===== config.mk =====
export PLATFORM = sky130hd
export DESIGN_NAME = planar_run_length_pixel_decoder
export DESIGN_NICKNAME = d
export VERILOG_FILES = /design/src/hdl/rlpd_pkg.sv /design/src/hdl/rlpd_result_fifo.sv /design/src/hdl/planar_run_length_pixel_decoder.sv
export SDC_FILE = /design/constraint.sdc
export NUM_CORES = 1
export LEC_CHECK = 0
export ABC_AREA = 1
export ABC_CLOCK_PERIOD_IN_PS = 12100
export BUFFER_PORTS_ARGS = -buffer_cell sky130_fd_sc_hd__buf_4
export CORE_MARGIN = 2
export CORE_UTILIZATION = 42
export CTS_CLUSTER_DIAMETER = 30
export CTS_CLUSTER_SIZE = 16
export DETAILED_ROUTE_END_ITERATION = 16
export GPL_TIMING_DRIVEN = 0
export PLACE_DENSITY_LB_ADDON = 0.25
export SLEW_MARGIN = 10
export SYNTH_ARGS = -nofsm -noshare
export SYNTH_HDL_FRONTEND = slang
export SYNTH_SLANG_ARGS = --single-unit

===== constraint.sdc =====
create_clock -name clk -period 12.1 [get_ports clk]
set_clock_uncertainty 0.15 [all_clocks]
set_input_delay 1.21 -clock clk [delete_from_list [all_inputs] [get_ports clk]]
set_output_delay 1.21 -clock clk [all_outputs]
set_load 0.1 [all_outputs]

===== src/hdl/rlpd_pkg.sv =====
package rlpd_pkg;

    localparam int CFG_INDEX_W = 2;
    localparam int CFG_DATA_W = 56;
    localparam int RESULT_FIFO_DEPTH = 4;

    localparam logic [CFG_INDEX_W-1:0] CFG_MONO_MODE = 2'd0;
    localparam logic [CFG_INDEX_W-1:0] CFG_IMAGE_WIDTH = 2'd1;
    localparam logic [CFG_INDEX_W-1:0] CFG_IMAGE_HEIGHT = 2'd2;
    localparam logic [CFG_INDEX_W-1:0] CFG_RUN_TABLE = 2'd3;

    localparam logic [1:0] TARGET_ALL = 2'd0;
    localparam logic [1:0] TARGET_RED = 2'd1;
    localparam logic [1:0] TARGET_GREEN = 2'd2;
    localparam logic [1:0] TARGET_BLUE = 2'd3;

    localparam logic [2:0] RUN_CODE_SINGLE = 3'd0;

    typedef struct packed {
        logic [1:0]  target_plane;
        logic [31:0] start_offset;
        logic [8:0]  run_count;
        logic [7:0]  pixel_level;
        logic        image_done;
        logic        last;
    } result_t;

    typedef struct packed {
        logic [1:0] count;
        result_t    first;
        result_t    second;
    } push_t;

endpackage


===== src/hdl/rlpd_result_fifo.sv =====
module rlpd_result_fifo #(
    parameter int DEPTH = rlpd_pkg::RESULT_FIFO_DEPTH
) (
    input  logic              clk,
    input  logic              rst_n,
    input  rlpd_pkg::push_t   push,
    output logic              has_room,
    output logic              rd_valid,
    input  logic              rd_ready,
    output rlpd_pkg::result_t rd_data
);

    localparam int PTR_W = (DEPTH > 1) ? $clog2(DEPTH) : 1;
    localparam int CNT_W = $clog2(DEPTH + 1);
    localparam logic [PTR_W-1:0] LAST_PTR = PTR_W'(DEPTH - 1);
    localparam logic [CNT_W-1:0] ROOM_LIMIT = CNT_W'(DEPTH - 2);

    rlpd_pkg::result_t storage_reg [DEPTH];
    logic [PTR_W-1:0] head_reg;
    logic [PTR_W-1:0] head_next;
    logic [PTR_W-1:0] tail_reg;
    logic [PTR_W-1:0] tail_next;
    logic [PTR_W-1:0] tail_plus1;
    logic [PTR_W-1:0] tail_plus2;
    logic [CNT_W-1:0] count_reg;
    logic [CNT_W-1:0] count_next;
    logic             pop;

    function automatic logic [PTR_W-1:0] step_ptr(input logic [PTR_W-1:0] p);
        step_ptr = (p == LAST_PTR) ? '0 : p + PTR_W'(1);
    endfunction

    assign rd_valid = (count_reg != '0);
    assign rd_data = storage_reg[head_reg];
    assign has_room = (count_reg <= ROOM_LIMIT);
    assign pop = rd_valid && rd_ready;

    always_comb
    begin
        tail_plus1 = step_ptr(tail_reg);
        tail_plus2 = step_ptr(tail_plus1);
        head_next = pop ? step_ptr(head_reg) : head_reg;
        case (push.count)
            2'd1: tail_next = tail_plus1;
            2'd2: tail_next = tail_plus2;
            default: tail_next = tail_reg;
        endcase
        count_next = count_reg + CNT_W'(push.count) - CNT_W'(pop);
    end

    always_ff @(posedge clk)
    begin
        if (push.count != 2'd0)
        begin
            storage_reg[tail_reg] <= push.first;
        end
        if (push.count == 2'd2)
        begin
            storage_reg[tail_plus1] <= push.second;
        end
    end

    always_ff @(posedge clk or negedge rst_n)
    begin
        if (!rst_n)
        begin
            head_reg <= '0;
            tail_reg <= '0;
            count_reg <= '0;
        end
        else
        begin
            head_reg <= head_next;
            tail_reg <= tail_next;
            count_reg <= count_next;
        end
    end

    a_count_bound: assert property (@(posedge clk) disable iff (!rst_n)
        count_reg <= CNT_W'(DEPTH))
        else $error("Result queue count exceeds its depth.");

    a_no_overflow: assert property (@(posedge clk) disable iff (!rst_n)
        (push.count != 2'd0) |-> has_room)
        else $error("Results were pushed into a queue without room for them.");

    a_pop_only: assert property (@(posedge clk) disable iff (!rst_n)
        (pop && push.count == 2'd0) |=> (count_reg == $past(count_reg) - CNT_W'(1)))
        else $error("Result queue count did not drop after a lone pop.");

endmodule


===== src/hdl/planar_run_length_pixel_decoder.sv =====
// A code byte's results are written into the registered result queue when the byte is accepted.
// Throughput: one code byte per cycle while in_stall is low; a byte yields up to two
// results, two when it splits a run at a plane end, and results leave the queue at one per
// cycle while out_stall is low. Input stall rises when the queue cannot take two results.
// Reset is asynchronous and active low: settings clear to zero, the plane returns to red,
// the pixel count and the finished flag clear, and the result queue empties.
module planar_run_length_pixel_decoder #(
    parameter int FIFO_DEPTH = rlpd_pkg::RESULT_FIFO_DEPTH
) (
    input  logic                             clk,
    input  logic                             rst_n,
    input  logic                             cfg_valid,
    output logic                             cfg_ready,
    input  logic [rlpd_pkg::CFG_INDEX_W-1:0] cfg_index,
    input  logic [rlpd_pkg::CFG_DATA_W-1:0]  cfg_data,
    input  logic                             in_valid,
    output logic                             in_stall,
    input  logic [7:0]                       code_byte,
    output logic                             out_valid,
    input  logic                             out_stall,
    output logic [1:0]                       target_plane,
    output logic [31:0]                      start_offset,
    output logic [8:0]                       run_count,
    output logic [7:0]                       pixel_level,
    output logic                             image_done,
    output logic                             last
);

    logic        mono_mode_reg;
    logic [15:0] image_width_reg;
    logic [15:0] image_height_reg;
    logic [55:0] run_table_reg;
    logic [31:0] plane_size_reg;
    logic [1:0]  plane_reg;
    logic [1:0]  plane_next;
    logic [31:0] pixels_reg;
    logic [31:0] pixels_next;
    logic        finished_reg;
    logic        finished_next;

    logic        cfg_fire;
    logic        in_fire;
    logic        has_room;
    logic [15:0] mul_a;
    logic [15:0] mul_b;

    logic [4:0]  level5;
    logic [7:0]  level;
    logic [2:0]  run_code;
    logic [2:0]  code_m1;
    logic [63:0] table_ext;
    logic [8:0]  run_len;
    logic [31:0] room;
    logic [8:0]  rem;
    logic [8:0]  cnt;
    logic [1:0]  plane_plus1;
    logic        last_plane;
    logic        r0_valid;
    logic        r1_valid;
    rlpd_pkg::result_t r0;
    rlpd_pkg::result_t r1;
    rlpd_pkg::result_t rd_data;
    rlpd_pkg::push_t   push;

    assign cfg_ready = 1'b1;
    assign cfg_fire = cfg_valid && cfg_ready;
    assign in_stall = !has_room;
    assign in_fire = in_valid && !in_stall;

    assign mul_a = (cfg_index == rlpd_pkg::CFG_IMAGE_WIDTH) ? cfg_data[15:0] : image_width_reg;
    assign mul_b = (cfg_index == rlpd_pkg::CFG_IMAGE_HEIGHT) ? cfg_data[15:0] : image_height_reg;

    always_comb
    begin
        level5 = code_byte[4:0];
        level = {level5, level5[4:2]};
        run_code = code_byte[7:5];
        code_m1 = run_code - 3'd1;
        table_ext = {8'h00, run_table_reg};
        if (run_code == rlpd_pkg::RUN_CODE_SINGLE)
        begin
            run_len = 9'd1;
        end
        else
        begin
            run_len = {1'b0, table_ext[{code_m1, 3'b000} +: 8]} + 9'd1;
        end

        room = (pixels_reg >= plane_size_reg) ? 32'd0 : plane_size_reg - pixels_reg;
        rem = run_len - room[8:0];
        cnt = ({23'd0, rem} < plane_size_reg) ? rem : plane_size_reg[8:0];
        last_plane = (plane_reg == rlpd_pkg::TARGET_ALL) || (plane_reg == rlpd_pkg::TARGET_BLUE);
        plane_plus1 = plane_reg + 2'd1;

        plane_next = plane_reg;
        pixels_next = pixels_reg;
        finished_next = finished_reg;
        r0_valid = 1'b0;
        r1_valid = 1'b0;

        r0.target_plane = plane_reg;
        r0.start_offset = pixels_reg;
        r0.run_count = run_len;
        r0.pixel_level = level;
        r0.image_done = 1'b0;
        r0.last = 1'b0;

        r1.target_plane = plane_plus1;
        r1.start_offset = 32'd0;
        r1.run_count = cnt;
        r1.pixel_level = level;
        r1.image_done = 1'b0;
        r1.last = 1'b1;

        if (!finished_reg)
        begin
            if ({23'd0, run_len} < room)
            begin
                r0_valid = 1'b1;
                pixels_next = pixels_reg + {23'd0, run_len};
            end
            else
            begin
                r0_valid = (room != 32'd0);
                r0.run_count = room[8:0];
                r0.image_done = last_plane;
                if (last_plane)
                begin
                    finished_next = 1'b1;
                    pixels_next = plane_size_reg;
                end
                else
                begin
                    plane_next = plane_plus1;
                    pixels_next = 32'd0;
                    if (rem != 9'd0)
                    begin
                        r1_valid = (cnt != 9'd0);
                        pixels_next = {23'd0, cnt};
                        if ({23'd0, cnt} == plane_size_reg)
                        begin
                            if (plane_plus1 == rlpd_pkg::TARGET_BLUE)
                            begin
                                finished_next = 1'b1;
                                r1.image_done = 1'b1;
                            end
                            else
                            begin
                                plane_next = plane_plus1 + 2'd1;
                                pixels_next = 32'd0;
                            end
                        end
                    end
                end
            end
        end
        r0.last = !r1_valid;

        push.first = r0_valid ? r0 : r1;
        push.second = r1;
        if (!in_fire)
        begin
            push.count = 2'd0;
        end
        else
        begin
            push.count = {1'b0, r0_valid} + {1'b0, r1_valid};
        end
    end

    always_ff @(posedge clk or negedge rst_n)
    begin
        if (!rst_n)
        begin
            mono_mode_reg <= 1'b0;
            image_width_reg <= '0;
            image_height_reg <= '0;
            run_table_reg <= '0;
            plane_size_reg <= '0;
            plane_reg <= rlpd_pkg::TARGET_RED;
            pixels_reg <= '0;
            finished_reg <= 1'b0;
        end
        else
        begin
            if (cfg_fire)
            begin
                unique case (cfg_index)
                    rlpd_pkg::CFG_MONO_MODE:
                    begin
                        mono_mode_reg <= cfg_data[0];
                        plane_reg <= cfg_data[0] ? rlpd_pkg::TARGET_ALL : rlpd_pkg::TARGET_RED;
                    end
                    rlpd_pkg::CFG_IMAGE_WIDTH:
                    begin
                        image_width_reg <= cfg_data[15:0];
                        plane_size_reg <= {16'd0, mul_a} * {16'd0, mul_b};
                    end
                    rlpd_pkg::CFG_IMAGE_HEIGHT:
                    begin
                        image_height_reg <= cfg_data[15:0];
                        plane_size_reg <= {16'd0, mul_a} * {16'd0, mul_b};
                    end
                    rlpd_pkg::CFG_RUN_TABLE:
                    begin
                        run_table_reg <= cfg_data;
                    end
                    default:
                    begin
                        run_table_reg <= run_table_reg;
                    end
                endcase
            end
            else if (in_fire)
            begin
                plane_reg <= plane_next;
                pixels_reg <= pixels_next;
                finished_reg <= finished_next;
            end
        end
    end

    rlpd_result_fifo #(
        .DEPTH(FIFO_DEPTH)
    ) u_result_fifo (
        .clk(clk),
        .rst_n(rst_n),
        .push(push),
        .has_room(has_room),
        .rd_valid(out_valid),
        .rd_ready(!out_stall),
        .rd_data(rd_data)
    );

    assign target_plane = rd_data.target_plane;
    assign start_offset = rd_data.start_offset;
    assign run_count = rd_data.run_count;
    assign pixel_level = rd_data.pixel_level;
    assign image_done = rd_data.image_done;
    assign last = rd_data.last;

    a_finished_silent: assert property (@(posedge clk) disable iff (!rst_n)
        (in_fire && finished_reg) |-> (push.count == 2'd0))
        else $error("A code byte after the image was finished produced a result.");

    a_nonempty_result: assert property (@(posedge clk) disable iff (!rst_n)
        (push.count != 2'd0) |-> (push.first.run_count != 9'd0))
        else $error("An empty run was pushed as a result.");

    a_done_finishes: assert property (@(posedge clk) disable iff (!rst_n)
        (in_fire && !cfg_fire && ((r0_valid && r0.image_done) || (r1_valid && r1.image_done)))
        |=> finished_reg)
        else $error("A result flagged the image done but the decoder did not finish.");

    a_mono_plane: assert property (@(posedge clk) disable iff (!rst_n)
        (mono_mode_reg && !cfg_fire) |=> (plane_reg == rlpd_pkg::TARGET_ALL))
        else $error("Mono mode left the all-planes target.");

endmodule


# Word-level counts from Yosys, hierarchy flattened
# Memories as Yosys holds them, arrays and structs flattened.
# Index checks and enable logic that the tools add are counted.
[classes] n_addsub=13 multipliers=1 magnitude_cmp=4 n_eq_ne=15 shift=1 muxes=49 bitwise=2 n_reduce_logical=22
[ops] operator="$mux 32" count=3
[ops] operator="$lt 9x32->1" count=2
[ops] operator="$shiftx 64x7->8" count=1
[ops] operator="$mux 9" count=7
[ops] operator="$mux 53" count=1
[ops] operator="$add 32x9->32" count=1
[ops] operator="$eq 9x32->1" count=1
[ops] operator="$ge 32x32->1" count=1
[ops] operator="$mul 16x16->32" count=1
[ops] operator="$mux 16" count=2
[ops] operator="$reduce_bool 32->1" count=1
[ops] operator="$sub 32x32->32" count=1
[ops] operator="$mux 2" count=13
[ops] operator="$mux 1" count=22
[ops] operator="$reduce_bool 9->1" count=2
[ops] operator="$eq 2x2->1 const B" count=8
[ops] operator="$add 2x1->2 const B" count=5
[ops] operator="$add 8x1->9 const B" count=1
[ops] operator="$sub 9x9->9" count=1
[ops] operator="$ne 2x2->1 const B" count=3
[ops] operator="$reduce_and 2->1" count=3
[ops] operator="$reduce_bool 2->1" count=3
[ops] operator="$reduce_and 5->1" count=1
[ops] operator="$eq 2x1->1 const B" count=2
[ops] operator="16 further kinds" count=21
[totals] register_bits=162 mem_bits_rw=212 inputBits=71 out_inout_bits=56 n_memories=1
[mem_list] name="u_result_fifo.storage_reg" depth=4 width=53 read_ports=1 rd_ports_with_merged_regs=0 wr=2 line="rlpd_result_fifo.sv:18" text="rlpd_pkg::result_t storage_reg [DEPTH];"

# Logic depth before layout (Yosys ltp)
[depth] word_depth=17 mapped_depth=51 ltp_nobuf=47

# Modules after synthesis
# From an unflattened synthesis, not the netlist that was laid out.
[unflattened] cells_unflattened=4065 hier_area_um2=31562.8
[by_module_without_submodules] mod="planar_run_length_pixel_decoder" instances=1 cells_per_inst=2963 area_per_inst_um2=20782.4 seq_area_each_um2=3880.0
[by_module_without_submodules] mod="rlpd_result_fifo" instances=1 cells_per_inst=1102 area_per_inst_um2=10780.3 seq_area_each_um2=6541.3

# Least setup slack after synthesis
# Ideal clock, no wire load.
[synth_path] path_kind="input to register" from="in code_byte[5]" to="mem u_result_fifo.storage_reg[0][5] (netlist bit) (data pin)" setup_time_ps=265 arrival_ps=8152 required_time_ps=11685 slack_ps=3533 stages=44 path_buffers=6 cell_sequence="clkbuf_1 > inv_1 > clkbuf_1 > ha_1 > inv_1 > clkbuf_1 > nor2_1 > o221ai_1 > o21ai_0 > inv_1 > ha_1 > nand3_1 > nor2_1 > nand2_1 > nand2_1 > nor3b_1 > ha_1 > a21oi_1 > [8 not listed] > nand2_1 > nand2_1 > nand2_1 > clkbuf_1 > clkbuf_1 > o21ai_1 > nor3_1 > nand4_1 > and3_1 > ha_1 > nand2_1 > inv_1 > ha_1 > nand2_1 > nand2_1 > inv_2 > buf_1 > nor2_1"
[synth_rtl] element="from (decl)" line="planar_run_length_pixel_decoder.sv:18" text="input logic [7:0] code_byte,"
[synth_rtl] element="to (decl)" line="rlpd_result_fifo.sv:18"

==> flow_summary.ini <==
[run_status]
outcome = complete, no violations

[sta]
maxSlewViolCount = 0
final.period_utilization_pct = 92.3
finalSetupViolations = 0
period_needed_ns = 11.16
rsz0062_at_grt = no
worstMarginPinSlew_ns = 1.20
fin_ws_ns = 0.937
fin_tns_setup_ns = 0
fmax_mhz = 89.6
hold-worst-slack_ns = 0.298
hold_viol = 0
relSlewSlack_pct = 19.0

[floorplan]
die_height_um = 271
start_util_pct = 42.5
die_w_um = 271
design.core.area_mm2 = 0.0701
ioPinCount = 127
row_count = 97
die_area_mm2 = 0.0732

[yosys]
synthTopCellsByCount = 1196 x nand2_1, 592 x inv_1, 415 x nor2_1, 388 x o21ai_0, 198 x fa_1
seq_area_frac_synth_pct = 29.3
syn_area_per_cell_um2 = 7.29
ys_ff_latch = 362
synth_area_leader_cell = nand2_1
netlist_area_mm2 = 0.0298
synth_ff_type = dfrtp_1
syn-num-nets = 4546
synth-edff-count = 68
synth_area_leaders = nand2_1 15%, dfrtp_1 13%, fa_1 13%, dfxtp_1 8.9%, ha_1 7.8%
synthCells = 4092
ys_types = 57
synth_warnings = 0
synth.top_cell.area_share_pct = 15.0
synthArstFlopShare_pct = 44.8
synth.most_common_cell = nand2_1

[placed_design]
portBuffers = 124
dp_slack_ns = 0.560
place_inst = 5157
gp_congestion = 0.959
place_hpwl_um = 75400

[global_route]
grt_overflow_total = 0
grt_pass1_wl_um = 153000
grt_max_degree = 91
antenna_found_initial = 0
grt_usage_pct = 26.4
grt_pass1_vias = 27800

[cts]
cts_buffer_depth = 3
cts_tree = built
htree_num_levels = 3
cts_resized = 0
holdBufCountCts = 0
post_cts_buffers = 0
clk_pin_slew_worst_paths_ns = 0.05
numClockSinks = 362
cts_buffers = 85
clkLatencyLatePin_ns = 0.61
ctsRootBufferMaster = clkbuf_16

[setup_path]
path_common_cell = nand2_1
worst-path-max-fanout = 19
start_kind = input pin
cp_top_family = simple AND/OR/NAND/NOR gates
max_stage_delay_ns = 0.60
end_kind = flop
critical_path_class = in2reg
crit_buf_inv = 11
cp_data_arrival_time_ns = 11.35
slowest_stage = nand2_1
worst-endpoint-required_ns = 12.28

[route]
wl_um = 96100
num_vias = 27800
drtPass1Iterations = 5
drt_first_iter_violations = 2253
avgViaCountPerCell = 5.23
drcViolationCount = 0
detail-route-antenna-nets = 0
wire_per_inst_um = 18.1

[final_layout]
fillerInstances = 7027
largest_register_ffs = 200
drive_gt1_share_pct = 8.73
synthToLayoutAreaGrowth_pct = 17.6
nNetsFinal = 4758
final_cell_count_no_fill = 5317

[worst_hold_path]
hp-class = reg2reg

[job]
maxCapViolations = 0
-- area by class of cell --
cell class / count / area (µm²) / share of cell area (%)
Multi-Input combinational cell: 2966 / 18100 / 51.7
Sequential cell: 362 / 8740 / 24.9
Clock buffer: 113 / 2430 / 6.91
Inverter: 606 / 2280 / 6.49
Antenna cell: 1 / 2.50 / 0.00713
Tap cell: 940 / 1180 / 3.35
Buffer: 158 / 682 / 1.94
Timing Repair Buffer: 125 / 966 / 2.75
Clock inverter: 46 / 692 / 1.97
-- cells in the final DEF, fill, tap and decap left out, drive strengths merged, types with 99 or more instances in the layout --
cell    Yosys  final
a21oi      99     99
buf        23    148
nor2      421    421
dfxtp     132    132
nand2    1203   1203
dfrtp     161    161
o21ai     411    411
ha        185    185
fa        198    198
clkbuf    135    248
nand3     115    115
inv       601    605
-- stage by stage --
step                util, %  instance area, µm²
CTS                    50.0               35100
global placement       45.6               32000
detailed placement     45.6               32000
finish                 50.1               35100
global route           50.0               35100
floorplan                 -               29800
-- worst paths after layout --
path                       depth (start not counted)  slack [ns]                                     startpoint                                       endpoint
setup / recovery                                  43        0.94                                   code_byte[5]      u_result_fifo.storage_reg[0][9]$_DFFE_PP_
hold / removal                                     2        0.30  u_result_fifo.storage_reg[1][35]$_SDFFE_PP0N_  u_result_fifo.storage_reg[1][35]$_SDFFE_PP0N_
setup reg to reg                                  43        2.02                      pixels_reg[9]$_DFFE_PN0P_      u_result_fifo.storage_reg[0][9]$_DFFE_PP_
hold reg to reg                                    2        0.30  u_result_fifo.storage_reg[1][35]$_SDFFE_PP0N_  u_result_fifo.storage_reg[1][35]$_SDFFE_PP0N_
max in group asynchronous                          2       10.44                                          rst_n          u_result_fifo.tail_reg[1]$_DFFE_PN0P_
min in group asynchronous                          1        0.44                                          rst_n                image_width_reg[13]$_DFFE_PN0P_
-- metal layers --
metal	vias up	share of wire [%]	track usage, %
li1	13400	-	-
met1	13300	43	33.8
met2	894	47	44.2
met3	195	5.9	3.99
met4	0	4.4	11.9
met5	-	0	0
-- worst reg2reg max path: cells and delay by family, from the launching register on --
family / cells / cell delay (ns)
flops: 1 / 0.33
compound gates: 4 / 0.87
simple gates: 23 / 3.85
fa+ha+maj: 5 / 1.55
buf+inv: 11 / 3.08
-- cell families (layout without fill, tap and decap cells) --
kind of cell | Yosys count | after routing | share of synthesized area (%)
AND/OR/NAND/NOR | 1854 | 1854 | 25.0
XOR/XNOR | 58 | 58 | 1.70
buffers and inverters | 764 | 1048 | 9.91
AO/OA/AOI/OAI | 630 | 630 | 11.5
flip-flops | 362 | 362 | 29.3
adder cells (fa/ha/maj) | 383 | 383 | 21.0
other | 1 | 2 | 0.0126
multiplexers | 40 | 40 | 1.51
Power is not shown: default switching activity piles up to over one toggle a cycle in this logic, so the estimate is an artifact.
